**config.mk**
```make
export PLATFORM = sky130hd
export DESIGN_NAME = utf8_text_paginator_flat
export DESIGN_NICKNAME = d
export VERILOG_FILES = /design/src/hdl/utp_pkg.sv /design/src/hdl/utp_channels.sv /design/src/hdl/utp_controller.sv /design/src/hdl/utp_datapath.sv /design/src/hdl/utf8_text_paginator.sv /design/src/flat_wrapper.sv
export SDC_FILE = /design/constraint.sdc
export NUM_CORES = 1
export LEC_CHECK = 0
export ABC_AREA = 1
export CORE_MARGIN = 2
export CORE_UTILIZATION = 35
export CTS_BUF_LIST = sky130_fd_sc_hd__clkbuf_16
export CTS_CLUSTER_SIZE = 28
export DETAILED_ROUTE_END_ITERATION = 12
export DONT_BUFFER_PORTS = 1
export MAX_ROUTING_LAYER = met4
export PLACE_DENSITY = 0.54
export SLEW_MARGIN = 20
export SYNTH_ARGS = -nofsm -noshare
export SYNTH_HDL_FRONTEND = slang
export SYNTH_SLANG_ARGS = --single-unit
```
**constraint.sdc**
```tcl
create_clock -name clock -period 9 [get_ports clock]
set_input_delay 1.8 -clock clock [delete_from_list [all_inputs] [get_ports clock]]
set_output_delay 1.8 -clock clock [all_outputs]
set_load 0.1 [all_outputs]
```
**src/hdl/utp_pkg.sv**
```systemverilog
// shared types, codes and character class functions for the utf-8 paginator
`default_nettype none
package utp_pkg;

   localparam int CP_BITS = 21;
   localparam int UNITS_BITS = 18;

   localparam logic [1:0] OP_NONE = 2'd0;
   localparam logic [1:0] OP_REPLAY = 2'd1;
   localparam logic [1:0] OP_MAIN = 2'd2;

   localparam logic [0:0] REG_LINE_WIDTH = 1'd0;
   localparam logic [0:0] REG_PAGE_HEIGHT = 1'd1;

   localparam logic [7:0] BYTE_NEWLINE = 8'h0A;
   localparam logic [7:0] BYTE_END = 8'h00;

   typedef struct packed {
      logic [1:0] op;
      logic use_latched;
      logic latch;
      logic [1:0] replay_idx;
   } cmd_type;

   typedef struct packed {
      logic can_emit;
      logic need_replay;
      logic [1:0] held_count;
   } status_type;

   function automatic logic [1:0] units_of(input logic [CP_BITS-1:0] cp);
      logic wide;
      begin
         wide = (cp >= 21'h01100 && cp <= 21'h0115F) ||
                (cp >= 21'h02E80 && cp <= 21'h0A4CF && cp != 21'h0303F) ||
                (cp >= 21'h0AC00 && cp <= 21'h0D7A3) ||
                (cp >= 21'h0F900 && cp <= 21'h0FAFF) ||
                (cp >= 21'h0FE30 && cp <= 21'h0FE6F) ||
                (cp >= 21'h0FF00 && cp <= 21'h0FF60) ||
                (cp >= 21'h0FFE0 && cp <= 21'h0FFE6) ||
                (cp >= 21'h20000 && cp <= 21'h3FFFD);
         units_of = wide ? 2'd2 : 2'd1;
      end
   endfunction

   function automatic logic is_closing(input logic [CP_BITS-1:0] cp);
      begin
         case (cp) inside
            21'h03001, 21'h03002, 21'h0300D, 21'h0300F, 21'h03011, 21'h03015,
            21'h0FF01, 21'h0FF09, 21'h0FF0C, 21'h0FF0E, 21'h0FF1A, 21'h0FF1B,
            21'h0FF1F, 21'h0FF3D, 21'h02019, 21'h0201D, 21'h02026, 21'h02014,
            21'h030FC: is_closing = 1'b1;
            default: is_closing = 1'b0;
         endcase
      end
   endfunction

endpackage
`default_nettype wire

```
**src/hdl/utp_channels.sv**
```systemverilog
// request and response channel interfaces of the paginator
`default_nettype none
interface utp_req_if;
   logic valid;
   logic ready;
   logic [7:0] text_byte;
   logic terminator;
   modport source (output valid, output text_byte, output terminator, input ready);
   modport sink (input valid, input text_byte, input terminator, output ready);
endinterface

interface utp_rsp_if;
   logic valid;
   logic ready;
   logic [15:0] page_index;
   logic [15:0] byte_offset;
   logic is_final;
   modport source (output valid, output page_index, output byte_offset, output is_final,
                   input ready);
   modport sink (input valid, input page_index, input byte_offset, input is_final,
                 output ready);
endinterface
`default_nettype wire

```
**src/hdl/utp_controller.sv**
```systemverilog
// sequencer: takes beats, steps through replay of held bytes, then the main step
`default_nettype none
module utp_controller (
   input  wire logic                 clock,
   input  wire logic                 reset,
   input  wire logic                 req_valid,
   output logic                      req_ready,
   input  wire utp_pkg::status_type  status,
   output utp_pkg::cmd_type          cmd
);

   localparam logic [1:0] ST_IDLE = 2'd0;
   localparam logic [1:0] ST_REPLAY = 2'd1;
   localparam logic [1:0] ST_MAIN = 2'd2;

   logic [1:0] state_ff, state_in;
   logic [1:0] idx_ff, idx_in;

   always_comb begin
      state_in = state_ff;
      idx_in = idx_ff;
      req_ready = 1'b0;
      cmd.op = utp_pkg::OP_NONE;
      cmd.use_latched = 1'b0;
      cmd.latch = 1'b0;
      cmd.replay_idx = idx_ff;
      case (state_ff)
         ST_IDLE: begin
            req_ready = status.can_emit && !reset;
            if (req_valid && req_ready) begin
               if (status.need_replay) begin
                  cmd.latch = 1'b1;
                  idx_in = 2'd0;
                  state_in = ST_REPLAY;
               end else begin
                  cmd.op = utp_pkg::OP_MAIN;
               end
            end
         end
         ST_REPLAY: begin
            if (status.can_emit) begin
               cmd.op = utp_pkg::OP_REPLAY;
               if (idx_ff == status.held_count - 2'd1) begin
                  state_in = ST_MAIN;
               end else begin
                  idx_in = idx_ff + 2'd1;
               end
            end
         end
         ST_MAIN: begin
            if (status.can_emit) begin
               cmd.op = utp_pkg::OP_MAIN;
               cmd.use_latched = 1'b1;
               state_in = ST_IDLE;
            end
         end
         default: begin
            state_in = ST_IDLE;
         end
      endcase
   end

   always_ff @(posedge clock) begin
      if (reset) begin
         state_ff <= ST_IDLE;
         idx_ff <= 2'd0;
      end else begin
         state_ff <= state_in;
         idx_ff <= idx_in;
      end
   end

endmodule
`default_nettype wire

```
**src/hdl/utp_datapath.sv**
```systemverilog
// decoder, layout counters, config registers and result register
`default_nettype none
module utp_datapath #(
   parameter int POSITION_BITS = 16
) (
   input  wire logic                 clock,
   input  wire logic                 reset,
   input  wire logic                 csr_write_en,
   input  wire logic [0:0]           csr_index,
   input  wire logic [15:0]          csr_write_data,
   input  wire logic [7:0]           req_text_byte,
   input  wire logic                 req_terminator,
   input  wire utp_pkg::cmd_type     cmd,
   output utp_pkg::status_type       status,
   output logic                      rsp_valid,
   input  wire logic                 rsp_ready,
   output logic [15:0]               rsp_page_index,
   output logic [15:0]               rsp_byte_offset,
   output logic                      rsp_is_final
);

   localparam int P = POSITION_BITS;
   localparam int EXT_BITS = P + 16;
   localparam int CPB = utp_pkg::CP_BITS;
   localparam int UB = utp_pkg::UNITS_BITS;

   logic [15:0] width_ff, height_ff;
   logic [P-1:0] pos_ff, pos_in;
   logic [7:0] held_ff [0:2];
   logic [1:0] held_cnt_ff, held_cnt_in;
   logic [2:0] seq_len_ff, seq_len_in;
   logic [CPB-1:0] partial_ff, partial_in;
   logic [15:0] page_ff, page_in;
   logic [15:0] line_ff, line_in;
   logic [UB-1:0] units_ff, units_in;
   logic [7:0] lat_byte_ff;
   logic lat_term_ff;
   logic rsp_valid_ff;
   logic [15:0] rsp_page_ff, rsp_offset_ff;
   logic rsp_final_ff;

   logic [7:0] cur_byte;
   logic cur_term;
   logic [7:0] replay_byte;
   logic do_place, do_newline, do_final;
   logic [CPB-1:0] place_cp;
   logic [2:0] place_len;
   logic held_we;
   logic [1:0] held_waddr;
   logic [CPB-1:0] part_next;

   logic [1:0] units_add;
   logic [UB:0] units_sum;
   logic [UB-1:0] units_sat;
   logic wrap;
   logic [2:0] add_amt;
   logic [P:0] pos_sum;
   logic [P-1:0] pos_add;
   logic end_req;
   logic [P-1:0] end_off;
   logic [15:0] line_inc, page_inc;
   logic page_hit;
   logic emit;
   logic [EXT_BITS-1:0] clip_src;
   logic [15:0] clip_val;

   assign status.can_emit = !rsp_valid_ff || rsp_ready;
   assign status.need_replay = (held_cnt_ff != 2'd0) &&
      (req_terminator || req_text_byte == utp_pkg::BYTE_END || req_text_byte[7:6] != 2'b10);
   assign status.held_count = held_cnt_ff;

   assign cur_byte = cmd.use_latched ? lat_byte_ff : req_text_byte;
   assign cur_term = cmd.use_latched ? lat_term_ff : req_terminator;
   assign replay_byte = (cmd.replay_idx == 2'd2) ? held_ff[2] :
                        (cmd.replay_idx == 2'd1) ? held_ff[1] : held_ff[0];
   assign part_next = {partial_ff[CPB-7:0], cur_byte[5:0]};

   // byte decode
   always_comb begin
      do_place = 1'b0;
      do_newline = 1'b0;
      do_final = 1'b0;
      place_cp = '0;
      place_len = 3'd1;
      held_we = 1'b0;
      held_waddr = 2'd0;
      held_cnt_in = held_cnt_ff;
      seq_len_in = seq_len_ff;
      partial_in = partial_ff;
      case (cmd.op)
         utp_pkg::OP_REPLAY: begin
            do_place = 1'b1;
            place_cp = CPB'(replay_byte);
         end
         utp_pkg::OP_MAIN: begin
            if (cur_term || cur_byte == utp_pkg::BYTE_END) begin
               do_final = 1'b1;
               held_cnt_in = 2'd0;
               seq_len_in = 3'd0;
               partial_in = '0;
            end else if (held_cnt_ff != 2'd0 && cur_byte[7:6] == 2'b10) begin
               if (3'(held_cnt_ff) + 3'd1 >= seq_len_ff) begin
                  do_place = 1'b1;
                  place_cp = part_next;
                  place_len = seq_len_ff;
                  held_cnt_in = 2'd0;
                  seq_len_in = 3'd0;
                  partial_in = '0;
               end else begin
                  held_we = (held_cnt_ff != 2'd3);
                  held_waddr = held_cnt_ff;
                  held_cnt_in = held_cnt_ff + 2'd1;
                  partial_in = part_next;
               end
            end else begin
               held_cnt_in = 2'd0;
               seq_len_in = 3'd0;
               partial_in = '0;
               if (cur_byte == utp_pkg::BYTE_NEWLINE) begin
                  do_newline = 1'b1;
               end else if (cur_byte[7:5] == 3'b110) begin
                  seq_len_in = 3'd2;
                  partial_in = CPB'(cur_byte[4:0]);
                  held_we = 1'b1;
                  held_cnt_in = 2'd1;
               end else if (cur_byte[7:4] == 4'b1110) begin
                  seq_len_in = 3'd3;
                  partial_in = CPB'(cur_byte[3:0]);
                  held_we = 1'b1;
                  held_cnt_in = 2'd1;
               end else if (cur_byte[7:3] == 5'b11110) begin
                  seq_len_in = 3'd4;
                  partial_in = CPB'(cur_byte[2:0]);
                  held_we = 1'b1;
                  held_cnt_in = 2'd1;
               end else begin
                  do_place = 1'b1;
                  place_cp = CPB'(cur_byte);
               end
            end
         end
         default: begin
            do_place = 1'b0;
         end
      endcase
   end

   // layout arithmetic
   assign units_add = utp_pkg::units_of(place_cp);
   assign units_sum = {1'b0, units_ff} + (UB+1)'(units_add);
   assign units_sat = units_sum[UB] ? {UB{1'b1}} : units_sum[UB-1:0];
   assign wrap = do_place && units_ff != '0 && width_ff != 16'd0 &&
                 units_sum > (UB+1)'(width_ff) && !utp_pkg::is_closing(place_cp);
   assign add_amt = do_newline ? 3'd1 : place_len;
   assign pos_sum = {1'b0, pos_ff} + (P+1)'(add_amt);
   assign pos_add = pos_sum[P] ? {P{1'b1}} : pos_sum[P-1:0];
   assign end_req = wrap || do_newline;
   assign end_off = do_newline ? pos_add : pos_ff;
   assign line_inc = (line_ff == 16'hFFFF) ? line_ff : line_ff + 16'd1;
   assign page_inc = (page_ff == 16'hFFFF) ? page_ff : page_ff + 16'd1;
   assign page_hit = end_req && height_ff != 16'd0 && line_inc >= height_ff;
   assign emit = page_hit || do_final;
   assign clip_src = EXT_BITS'(do_final ? pos_ff : end_off);
   assign clip_val = (clip_src > EXT_BITS'(16'hFFFF)) ? 16'hFFFF : clip_src[15:0];

   always_comb begin
      pos_in = (do_place || do_newline) ? pos_add : pos_ff;
      units_in = do_newline ? '0 : do_place ? (wrap ? UB'(units_add) : units_sat) : units_ff;
      line_in = end_req ? (page_hit ? 16'd0 : line_inc) : line_ff;
      page_in = page_hit ? page_inc : page_ff;
      if (do_final) begin
         pos_in = '0;
         units_in = '0;
         line_in = 16'd0;
         page_in = 16'd0;
      end
   end

   always_ff @(posedge clock) begin
      if (reset) begin
         width_ff <= 16'd0;
         height_ff <= 16'd0;
         pos_ff <= '0;
         held_cnt_ff <= 2'd0;
         seq_len_ff <= 3'd0;
         partial_ff <= '0;
         page_ff <= 16'd0;
         line_ff <= 16'd0;
         units_ff <= '0;
         rsp_valid_ff <= 1'b0;
      end else begin
         if (csr_write_en) begin
            case (csr_index)
               utp_pkg::REG_LINE_WIDTH: width_ff <= csr_write_data;
               utp_pkg::REG_PAGE_HEIGHT: height_ff <= csr_write_data;
               default: width_ff <= width_ff;
            endcase
         end
         pos_ff <= pos_in;
         held_cnt_ff <= held_cnt_in;
         seq_len_ff <= seq_len_in;
         partial_ff <= partial_in;
         page_ff <= page_in;
         line_ff <= line_in;
         units_ff <= units_in;
         if (emit) begin
            rsp_valid_ff <= 1'b1;
         end else if (rsp_ready) begin
            rsp_valid_ff <= 1'b0;
         end
      end
   end

   // payload registers
   always_ff @(posedge clock) begin
      if (held_we) begin
         held_ff[held_waddr] <= cur_byte;
      end
      if (cmd.latch) begin
         lat_byte_ff <= req_text_byte;
         lat_term_ff <= req_terminator;
      end
      if (emit) begin
         rsp_page_ff <= do_final ? page_inc : page_inc;
         rsp_offset_ff <= clip_val;
         rsp_final_ff <= do_final;
      end
   end

   assign rsp_valid = rsp_valid_ff;
   assign rsp_page_index = rsp_page_ff;
   assign rsp_byte_offset = rsp_offset_ff;
   assign rsp_is_final = rsp_final_ff;

endmodule
`default_nettype wire

```
**src/hdl/utf8_text_paginator.sv**
```systemverilog
// top level of the utf-8 text paginator
//
//   channel  dir  beat contents
//   req_if   in   text_byte[7:0], terminator
//   rsp_if   out  page_index[15:0], byte_offset[15:0], is_final
//   csr_*    in   csr_index 0 line width, 1 page height; csr_write_data[15:0]
//
// an ordinary byte is placed as it is accepted; a byte that breaks a held sequence, or an
// end of text with bytes held, is latched on acceptance, then each held byte (up to
// three) goes through the shared placement unit, and then the byte itself
// each step emits at most one result; a step waits while the result register is full
// synchronous active-high reset clears the counters, the config registers and the result valid flag
`default_nettype none
module utf8_text_paginator #(
   parameter int POSITION_BITS = 16
) (
   input  wire logic         clock,
   input  wire logic         reset,
   utp_req_if.sink           req_if,
   utp_rsp_if.source         rsp_if,
   input  wire logic         csr_write_en,
   input  wire logic [0:0]   csr_index,
   input  wire logic [15:0]  csr_write_data
);

   utp_pkg::cmd_type cmd;
   utp_pkg::status_type status;
   logic req_ready;
   logic rsp_valid;
   logic [15:0] rsp_page_index;
   logic [15:0] rsp_byte_offset;
   logic rsp_is_final;

   utp_controller u_ctrl (
      .clock     (clock),
      .reset     (reset),
      .req_valid (req_if.valid),
      .req_ready (req_ready),
      .status    (status),
      .cmd       (cmd)
   );

   utp_datapath #(
      .POSITION_BITS (POSITION_BITS)
   ) u_dp (
      .clock           (clock),
      .reset           (reset),
      .csr_write_en    (csr_write_en),
      .csr_index       (csr_index),
      .csr_write_data  (csr_write_data),
      .req_text_byte   (req_if.text_byte),
      .req_terminator  (req_if.terminator),
      .cmd             (cmd),
      .status          (status),
      .rsp_valid       (rsp_valid),
      .rsp_ready       (rsp_if.ready),
      .rsp_page_index  (rsp_page_index),
      .rsp_byte_offset (rsp_byte_offset),
      .rsp_is_final    (rsp_is_final)
   );

   assign req_if.ready = req_ready;
   assign rsp_if.valid = rsp_valid;
   assign rsp_if.page_index = rsp_page_index;
   assign rsp_if.byte_offset = rsp_byte_offset;
   assign rsp_if.is_final = rsp_is_final;

endmodule
`default_nettype wire

```
**src/flat_wrapper.sv**
```systemverilog
// flat-port wrapper written by rule: the top's interface ports become plain ports
module utf8_text_paginator_flat 
#(
   parameter int POSITION_BITS = 16
)
  (clock, reset, csr_write_en, csr_index, csr_write_data, req_if_valid, req_if_text_byte, req_if_terminator, req_if_ready, rsp_if_valid, rsp_if_page_index, rsp_if_byte_offset, rsp_if_is_final, rsp_if_ready);
  utp_req_if req_if_i ();
  utp_rsp_if rsp_if_i ();
  input  wire logic clock;
  input  wire logic reset;
  input  wire logic csr_write_en;
  input  wire logic [0:0] csr_index;
  input  wire logic [15:0] csr_write_data;
  input wire logic [$bits(req_if_i.valid)-1:0] req_if_valid;
  input wire logic [$bits(req_if_i.text_byte)-1:0] req_if_text_byte;
  input wire logic [$bits(req_if_i.terminator)-1:0] req_if_terminator;
  output wire logic [$bits(req_if_i.ready)-1:0] req_if_ready;
  output wire logic [$bits(rsp_if_i.valid)-1:0] rsp_if_valid;
  output wire logic [$bits(rsp_if_i.page_index)-1:0] rsp_if_page_index;
  output wire logic [$bits(rsp_if_i.byte_offset)-1:0] rsp_if_byte_offset;
  output wire logic [$bits(rsp_if_i.is_final)-1:0] rsp_if_is_final;
  input wire logic [$bits(rsp_if_i.ready)-1:0] rsp_if_ready;
  assign req_if_i.valid = req_if_valid;
  assign req_if_i.text_byte = req_if_text_byte;
  assign req_if_i.terminator = req_if_terminator;
  assign req_if_ready = req_if_i.ready;
  assign rsp_if_valid = rsp_if_i.valid;
  assign rsp_if_page_index = rsp_if_i.page_index;
  assign rsp_if_byte_offset = rsp_if_i.byte_offset;
  assign rsp_if_is_final = rsp_if_i.is_final;
  assign rsp_if_i.ready = rsp_if_ready;
  utf8_text_paginator #(.POSITION_BITS(POSITION_BITS)) u_core (.clock(clock), .reset(reset), .req_if(req_if_i), .rsp_if(rsp_if_i), .csr_write_en(csr_write_en), .csr_index(csr_index), .csr_write_data(csr_write_data));
endmodule
```
# ---- Word level (Yosys, flattened, before mapping)
# Memories as Yosys holds them, arrays and structs flattened.
# Cells that the tools add are included.
dict set report word_totals {
  inputBits 31
  mem_count 1
  mem_bits_rw 24
  word_cells 242
  output_inout_bits 35
  latch_bits 0
  ff_bits 165
  romBits 0
}
dict set report classes {
  div 0
  reduce_logical 53
  add_sub_neg 8
  mux 99
  bitwise 1
  n_eq_ne 43
  shift 0
  n_mul 0
  order_cmp 20
}
# name words word_bits read_ports rd_clocked_by_memory_dff wr line
set memory_table {}
lappend memory_table {u_core.u_dp.held_ff 3 8 3 0 1 utp_datapath.sv:29} ;# logic [7:0] held_ff [0:2];
# cell count
set op_table {}
lappend op_table {{21-bit by 14-bit equality test with 1-bit output (second input constant)} 11}
lappend op_table {{21-bit by 16-bit equality test with 1-bit output (second input constant)} 8}
lappend op_table {{21-bit by 16-bit <= comparator with 1-bit output (second input constant)} 6}
lappend op_table {{21-bit by 16-bit >= comparator with 1-bit output (second input constant)} 5}
lappend op_table {{16-bit 2-to-1 mux} 6}
lappend op_table {{21-bit 2-to-1 mux} 3}
lappend op_table {{8-bit 2-to-1 mux} 7}
lappend op_table {{15-bit 2-to-1 mux} 3}
lappend op_table {{3-bit 2-to-1 mux} 14}
lappend op_table {{21-bit case mux with 2 select lines} 1}
lappend op_table {{2-bit 2-to-1 mux} 19}
lappend op_table {{1-bit 2-to-1 mux} 37}
lappend op_table {{18-bit 2-to-1 mux} 2}
lappend op_table {{16-bit by 1-bit adder with 16-bit output (second input constant)} 2}
lappend op_table {{16-bit equality test (second input constant)} 2}
lappend op_table {{16-bit nonzero test} 2}
lappend op_table {{21-bit by 13-bit >= comparator with 1-bit output (second input constant)} 1}
lappend op_table {{21-bit by 14-bit >= comparator with 1-bit output (second input constant)} 1}
lappend op_table {{21-bit by 18-bit >= comparator with 1-bit output (second input constant)} 1}
lappend op_table {{21-bit by 13-bit <= comparator with 1-bit output (second input constant)} 1}
lappend op_table {{21-bit by 18-bit <= comparator with 1-bit output (second input constant)} 1}
lappend op_table {{21-bit by 14-bit != test with 1-bit output (second input constant)} 1}
lappend op_table {{18-bit by 2-bit adder with 19-bit output} 1}
lappend op_table {{19-bit by 16-bit > comparator with 1-bit output} 1}
lappend op_table {{other kinds (35)} 88}

# ---- Longest topological paths before layout
dict set report depth {
  ltp_word 33
  depth_mapped 59
  ltp_nobuf 57
}

# ---- Cells and area by module
# From an unflattened synthesis, not the netlist that was laid out.
dict set report unflattened {
  hier_cells 1634
  area_unflattened_um2 11616.1
}
# mod cells_per_inst area_each_um2 seq_area_each_um2 instances
set modules_own_cells {}
lappend modules_own_cells {utp_datapath 1574 11285.8 4364.2 1}
lappend modules_own_cells {utp_controller 60 330.3 80.1 1}

# ---- Worst setup path after synthesis
# OpenSTA, ideal clock, no wires.
dict set report synth_path {
  path_kind {input -> register}
  from {in rsp_if_ready}
  to {reg u_core.u_dp.rsp_offset_ff[0], in the netlist u_core.u_dp.rsp_byte_offset[0] (enable)}
  t_arrival_ns 8.734
  setup_time_ns 0.391
  path_buffers 3
  path_slack_ns -0.125
  path_stages 54
  cell_sequence {inv_1 nand2_2 buf_2 nand3_1 o21ai_0 ha_1 buf_2 inv_1 nor2_1 inv_1 nor2_1 nand2_1 nor2_2 nand2_1 inv_1 nand4_1 inv_1 nand2_1 [... 18 more ...] nor3_1 nand2_1 xor2_1 inv_1 ha_1 nand4_1 inv_1 nand2_1 a21boi_0 o32ai_1 nand2_1 nand2_1 a21oi_2 nand4_4 nand2_4 nand2_4 buf_6 nand2_1}
}
dict set report synth_between {
  elab_chain_len 31
  elab_cells_between_ends 107
  cone_classes {add/sub: 1; order compare: 17; eq/ne: 27; mux: 30; reduce/logical: 32}
}
# item line
set synth_rtl {}
lappend synth_rtl {{from (decl)} flat_wrapper.sv:22} ;# input wire logic [$bits(rsp_if_i.ready)-1:0] rsp_if_ready;
lappend synth_rtl {{1-bit logical OR (*)} utp_datapath.sv:67} ;# assign status.can_emit = !rsp_valid_ff || rsp_ready;
lappend synth_rtl {{3-bit 2-to-1 mux} utp_controller.sv:51} ;# if (status.can_emit) begin
lappend synth_rtl {{1-bit 2-to-1 mux} utp_controller.sv:27} ;# case (state_ff)
lappend synth_rtl {{8-bit 2-to-1 mux} utp_datapath.sv:72} ;# assign cur_byte = cmd.use_latched ? lat_byte_ff : req_text_byte;
lappend synth_rtl {{5-bit equality test} utp_datapath.sv:131} ;# end else if (cur_byte[7:3] == 5'b11110) begin
lappend synth_rtl {{8-bit 2-to-1 mux} utp_datapath.sv:131}
lappend synth_rtl {{8-bit 2-to-1 mux} utp_datapath.sv:126} ;# end else if (cur_byte[7:4] == 4'b1110) begin
lappend synth_rtl {{8-bit 2-to-1 mux} utp_datapath.sv:121} ;# end else if (cur_byte[7:5] == 3'b110) begin
lappend synth_rtl {{[... 15 more ...]} -}
lappend synth_rtl {{18-bit by 2-bit adder with 19-bit output} utp_datapath.sv:150} ;# assign units_sum = {1'b0, units_ff} + (UB+1)'(units_add);
lappend synth_rtl {{19-bit by 16-bit > comparator with 1-bit output} utp_datapath.sv:153} ;# units_sum > (UB+1)'(width_ff) && !utp_pkg::is_closing(place_cp);
lappend synth_rtl {{1-bit logical AND} utp_datapath.sv:152} ;# assign wrap = do_place && units_ff != '0 && width_ff != 16'd0 &&
lappend synth_rtl {{1-bit logical AND} utp_datapath.sv:153}
lappend synth_rtl {{1-bit logical OR} utp_datapath.sv:157} ;# assign end_req = wrap || do_newline;
lappend synth_rtl {{1-bit logical AND (2 in a row)} utp_datapath.sv:161} ;# assign page_hit = end_req && height_ff != 16'd0 && line_inc >= height_ff;
lappend synth_rtl {{1-bit logical OR (*)} utp_datapath.sv:162} ;# assign emit = page_hit || do_final;
lappend synth_rtl {{via u_core.u_dp.emit} utp_datapath.sv:63} ;# logic emit;
lappend synth_rtl {{to (signal assigned)} utp_datapath.sv:225} ;# rsp_offset_ff <= clip_val;
lappend synth_rtl {{to (decl)} utp_datapath.sv:39} ;# logic [15:0] rsp_page_ff, rsp_offset_ff;
# The timed path passes the listed nets; every way through them passes the cells marked *.
# A chain may end at the register's enable or synchronous reset.

# ---- Final worst setup path
dict set report layout_path {
  from {in req_if_text_byte[7]}
  to {reg u_core.u_dp.rsp_page_ff[1], in the netlist u_core.u_dp.rsp_page_index[1] (enable)}
}
dict set report layout_between {
  elab_chain_len 28
  elab_cells_between_ends 105
  cone_classes {add/sub: 1; order compare: 17; eq/ne: 28; mux: 26; reduce/logical: 33}
}
# item line
set layout_rtl {}
lappend layout_rtl {{from (decl)} flat_wrapper.sv:15} ;# input wire logic [$bits(req_if_i.text_byte)-1:0] req_if_text_byte;
lappend layout_rtl {{8-bit 2-to-1 mux or 8-bit logical NOT (tied branches)} {utp_datapath.sv:72, utp_datapath.sv:69}}
lappend layout_rtl {{5-bit equality test or 1-bit logical OR (tied branches)} {utp_datapath.sv:131, utp_datapath.sv:69}}
lappend layout_rtl {{8-bit 2-to-1 mux or 1-bit logical OR (tied branches)} {utp_datapath.sv:131, utp_datapath.sv:69}}
lappend layout_rtl {{8-bit 2-to-1 mux or 1-bit logical AND (tied branches)} {utp_datapath.sv:126, utp_datapath.sv:68}}
lappend layout_rtl {{8-bit 2-to-1 mux or 2-bit 2-to-1 mux (tied branches)} {utp_datapath.sv:121, utp_controller.sv:31}}
lappend layout_rtl {{8-bit 2-to-1 mux or 2-bit 2-to-1 mux (tied branches)} {utp_datapath.sv:119, utp_controller.sv:30}}
lappend layout_rtl {{21-bit 2-to-1 mux or 2-bit case mux with 3 select lines (tied branches)} {utp_datapath.sv:101, utp_controller.sv:27}}
lappend layout_rtl {{21-bit 2-to-1 mux, or another cell as far along} utp_datapath.sv:96} ;# if (cur_term || cur_byte == utp_pkg::BYTE_END) begin
lappend layout_rtl {{[... 12 more ...]} -}
lappend layout_rtl {{18-bit by 2-bit adder with 19-bit output} utp_datapath.sv:150}
lappend layout_rtl {{19-bit by 16-bit > comparator with 1-bit output} utp_datapath.sv:153}
lappend layout_rtl {{1-bit logical AND} utp_datapath.sv:152}
lappend layout_rtl {{1-bit logical AND} utp_datapath.sv:153}
lappend layout_rtl {{1-bit logical OR} utp_datapath.sv:157}
lappend layout_rtl {{1-bit logical AND (2 in a row)} utp_datapath.sv:161}
lappend layout_rtl {{1-bit logical OR (*)} utp_datapath.sv:162}
lappend layout_rtl {{via u_core.u_dp.emit} utp_datapath.sv:63}
lappend layout_rtl {{to (signal assigned)} utp_datapath.sv:224} ;# rsp_page_ff <= do_final ? page_inc : page_inc;
lappend layout_rtl {{to (decl)} utp_datapath.sv:39}
# Marks and branches as above.

==> flow_metrics.tcl <==
set metrics [dict create \
    outcome "completed" \
    path_max_fanout 33 \
    worst_path_max_delay_cell "sky130_fd_sc_hd__fa_1" \
    crit-reg2reg-capture "u_core.u_dp.rsp_page_index[1]$_DFFE_PP_" \
    slew_viol_final 0 \
    post_layout_util_pct 39.7 \
    holdCritStartpoint "u_core.u_dp.seq_len_ff[1]$_SDFFE_PP0P_" \
    start_kind "input pin" \
    critical_path.max_stage_delay_ps 370 \
    detailedRoute.firstIterationViolations 745 \
    number_of_setup_violations_in_the_final_report 0 \
    num-fill-cells 3421 \
    clock_sink_count 189 \
    finalCritPeriodShare_pct 91.4 \
    ir_drop_mv 0.134 \
    gp_congestion 0.952 \
    cts-htree-levels 4 \
    floorplan.die_area_mm2 0.0345 \
    groute.layer.met1.usage_pct 25.8 \
    post_syn_area_per_cell_um2 7.11 \
    synth_top_family_by_area "simple AND/OR/NAND/NOR gates" \
    fraction_of_layout_cells_with_a_size_suffix_above_1_pct 7.18 \
    number_of_distinct_library_cell_variants_in_the_gate_level_netlist_after_synthesis 50 \
    p_leak_nw 5.30 \
    design_area_mm2 0.0129 \
    syn_nets 1709 \
    timing.critical_path.from "req_if_text_byte[7]" \
    post_synth_xor_area_fraction_pct 3.03 \
    grt_util_all_layers_pct 18.7 \
    postCtsResizedCells 0 \
    grt_pass1_vias 9797 \
    asyncSetResetFlopFracSynth_pct 0 \
    rr_worst_depth 55 \
    worst_hold_path_type "reg2reg" \
    netlist_instances 1628 \
    residual_drc_count 0 \
    clk_transition_reported_paths_ps 80 \
    drt-vias-per-instance 5.00 \
    detailed_place.area_mm2 0.0123 \
    critPathArrivalTime_ps 8370 \
    simple_gate_portion_of_the_synthesized_area_pct 28.7 \
    timing.hold.ws_ps 467 \
    crit_path_kind "in2reg" \
    clock_tree.buffer_depth 2 \
    detail-route-antenna-nets 0 \
    ys_seq_area_share_pct 38.4 \
    hold_viol_final 0 \
    grt_overflow 0 \
    dpl.hpwl_um 22900 \
    first_pass_iters 5 \
    synth_compound_area_share_pct 14.5 \
    relative_max_transition_margin_pct 37.1 \
    starting_density_pct 35.6 \
    setup_repair_after_global_routing_missed_its_margin "false" \
    max_clock_freq_ghz 0.122 \
    tightest_slew_ps 946 \
    post-cts-setup-buffer-count 0 \
    powerDensity_mw_per_mm2 142 \
    timing.hold.worst_endpoint "u_core.u_dp.seq_len_ff[1]$_SDFFE_PP0P_" \
    synth_warnings 0 \
    placementRows 66 \
    antennaDiodeCount 0 \
    endpoint_kind "flop" \
    io-pin-count 66 \
    portBuffers 0 \
    layout-area-overhead-vs-synth_pct 11.7 \
    grt_use_met3_pct 2.52 \
    muxShareOfSynthArea_pct 0.195 \
    clk_latency_ps 450 \
    fin_total_pwr_mw 1.83 \
    timing.rr.start "u_core.u_dp.held_cnt_ff[0]$_SDFFE_PP0N_" \
    setup_tns_ps 0 \
    clock_tree_from_tritoncts "yes" \
    die_x_extent_um 186 \
    net_total_in_the_final_layout 1726 \
    die_h_um 186 \
    synth_edf_count 66 \
    vias 10500 \
    grt_first_pass_wirelength_um 50200 \
    worst_clock_skew_ps 17.2 \
    detail_route.wl_per_cell_um 14.6 \
    synth_seq_cells 189 \
    coreArea_mm2 0.0325 \
    post-route-min-period_ps 8230 \
    post_cts_hold_buffer_count 0 \
    grt_max_degree 48 \
    synth_area_mm2 0.0116 \
    postSynth.topFlopCell "sky130_fd_sc_hd__dfxtp_1" \
    cp.required_ps 9140 \
    synth_adder_area_share_pct 5.53 \
    hold_path_depth 2 \
    gr-max-usage-layer "met2" \
    register_to_register_setup_slack_ps 1390 \
    cts_root_buf "sky130_fd_sc_hd__clkbuf_16" \
    wl_um 30600 \
    tritoncts.num_buffers 17 \
    max-cap-violations 0 \
    crit_path_frequent_cell "sky130_fd_sc_hd__nand2_1" \
    grt_antenna_before_repair 0 \
    grt_use_met2_pct 28.8 \
]
layout by cell type, fill, tap and decap left out, types with 9 or more instances in the layout:
| cell type | synthesis | layout |
|---|---|---|
| sky130_fd_sc_hd__dfxtp_1 | 123 | 123 |
| sky130_fd_sc_hd__xor2_1 | 29 | 29 |
| sky130_fd_sc_hd__nor2_2 | 8 | 10 |
| sky130_fd_sc_hd__nand3b_1 | 9 | 9 |
| sky130_fd_sc_hd__nand3_1 | 92 | 92 |
| sky130_fd_sc_hd__nand4_1 | 38 | 38 |
| sky130_fd_sc_hd__o21ai_1 | 6 | 9 |
| sky130_fd_sc_hd__nor4_1 | 24 | 23 |
| sky130_fd_sc_hd__a21oi_1 | 135 | 135 |
| sky130_fd_sc_hd__o211ai_1 | 25 | 25 |
| sky130_fd_sc_hd__inv_1 | 229 | 229 |
| sky130_fd_sc_hd__nor2_1 | 189 | 187 |
| sky130_fd_sc_hd__clkbuf_16 | 0 | 18 |
| sky130_fd_sc_hd__nor3_1 | 45 | 42 |
| sky130_fd_sc_hd__xnor2_1 | 11 | 11 |
| sky130_fd_sc_hd__edfxtp_1 | 66 | 66 |
| sky130_fd_sc_hd__o21ai_0 | 111 | 108 |
| sky130_fd_sc_hd__nand2_1 | 329 | 328 |
| sky130_fd_sc_hd__ha_1 | 48 | 48 |
| sky130_fd_sc_hd__buf_4 | 1 | 42 |
where the power goes:
group	internal [mW]	switching, mW	leakage, nW
sequential	0.898	0.0361	1.59
combinational	0.0365	0.0847	3.41
clock	0.381	0.396	0.297
worst max-delay path by stage:
stage	end	slack (ps)	cells after the start
2_1_floorplan	u_core.u_dp.rsp_byte_offset[0]$_DFFE_PP_	190	54
3_3_place_gp	u_core.u_dp.rsp_byte_offset[1]$_DFFE_PP_	140	46
3_5_place_dp	u_core.u_dp.rsp_byte_offset[1]$_DFFE_PP_	10	47
6_report	u_core.u_dp.rsp_page_index[1]$_DFFE_PP_	770	53
5_1_grt	u_core.u_dp.rsp_byte_offset[3]$_DFFE_PP_	40	53
4_1_cts	u_core.u_dp.rsp_page_index[1]$_DFFE_PP_	460	47
per-layer routing:
metal  vias up  wire length [µm]
li1       5441                 -
met1      4823             15200
met5         -                 0
met3        30              1180
met4         0               416
met2       212             13800
final cells by class:
cell class | instances | area [µm²] | area share, %
Sequential cell | 189 | 4440 | 34.4
Inverter | 239 | 900 | 6.96
Multi-Input combinational cell | 1153 | 6050 | 46.8
Tap cell | 442 | 553 | 4.28
Timing Repair Buffer | 45 | 372 | 2.87
Clock inverter | 15 | 186 | 1.44
Clock buffer | 17 | 425 | 3.29
sequential cells by signal (all words and copies together) (netlist names), 3 cells and up:
signal / flops
u_core.u_dp.held_ff: 24
u_core.u_dp.units_ff: 18
u_core.u_dp.height_ff: 16
u_core.u_dp.line_ff: 16
u_core.u_dp.page_ff: 16
u_core.u_dp.pos_ff: 16
u_core.u_dp.rsp_byte_offset: 16
u_core.u_dp.rsp_page_index: 16
u_core.u_dp.width_ff: 16
u_core.u_dp.partial_ff: 15
u_core.u_dp.lat_byte_ff: 8
u_core.u_dp.seq_len_ff: 3
cells by family after synthesis:
group | Yosys count
AOI/OAI and AO/OA | 307
xor gates and xnor gates | 40
adders and majority gates | 50
buffers and inverters | 286
DFF | 189
muxes | 1
and+or+nand+nor | 755
synth_stat cells, types with 2 or more instances:
cell                       instances  area share (%)
sky130_fd_sc_hd__o211ai_1         25             1.6
sky130_fd_sc_hd__nand3_1          92             4.0
sky130_fd_sc_hd__nand3b_1          9            0.58
sky130_fd_sc_hd__nand3_2           3            0.26
sky130_fd_sc_hd__nor2_1          189             6.1
sky130_fd_sc_hd__clkbuf_1         34             1.1
sky130_fd_sc_hd__buf_2             6            0.26
sky130_fd_sc_hd__clkinv_1          3           0.097
sky130_fd_sc_hd__nor3_1           45             1.9
sky130_fd_sc_hd__buf_1             2           0.065
sky130_fd_sc_hd__fa_1              2            0.35
sky130_fd_sc_hd__nand4_1          38             2.1
sky130_fd_sc_hd__nand2_4           3            0.29
sky130_fd_sc_hd__and3_1            2            0.11
sky130_fd_sc_hd__o32ai_1           2            0.15
sky130_fd_sc_hd__buf_6             4            0.39
sky130_fd_sc_hd__o21a_1            7            0.45
sky130_fd_sc_hd__xnor2_1          11            0.83
sky130_fd_sc_hd__a22oi_1           2            0.13
sky130_fd_sc_hd__dfxtp_1         123              21
sky130_fd_sc_hd__inv_1           229             7.4
sky130_fd_sc_hd__a21o_1            4            0.26
sky130_fd_sc_hd__nor2_2            8            0.43
sky130_fd_sc_hd__nor4_1           24             1.3
sky130_fd_sc_hd__a21oi_1         135             5.8
sky130_fd_sc_hd__edfxtp_1         66              17
sky130_fd_sc_hd__nand2_2           7            0.38
sky130_fd_sc_hd__ha_1             48             5.2
sky130_fd_sc_hd__a211oi_1          6            0.39
sky130_fd_sc_hd__o21ai_1           6            0.26
sky130_fd_sc_hd__a21boi_0          3            0.19
sky130_fd_sc_hd__o21ai_0         111             4.8
sky130_fd_sc_hd__nand2_1         329              11
sky130_fd_sc_hd__inv_2             6            0.19
sky130_fd_sc_hd__xor2_1           29             2.2
stage by stage:
step	setup slack (ps)	std cells
floorplan	192	1628
global placement	141	2068
detailed placement	10.0	2068
CTS	459	2100
global route	37.7	2100
finish	770	2100
critical path, delay by kind of cell:
kind | cells | cell delay (ps)
simple gates | 30 | 3300
fa+ha+maj | 4 | 1160
buf+inv | 13 | 1100
compound gates | 5 | 840
xor+xnor | 1 | 130
Power figures use the tool's default switching activity.
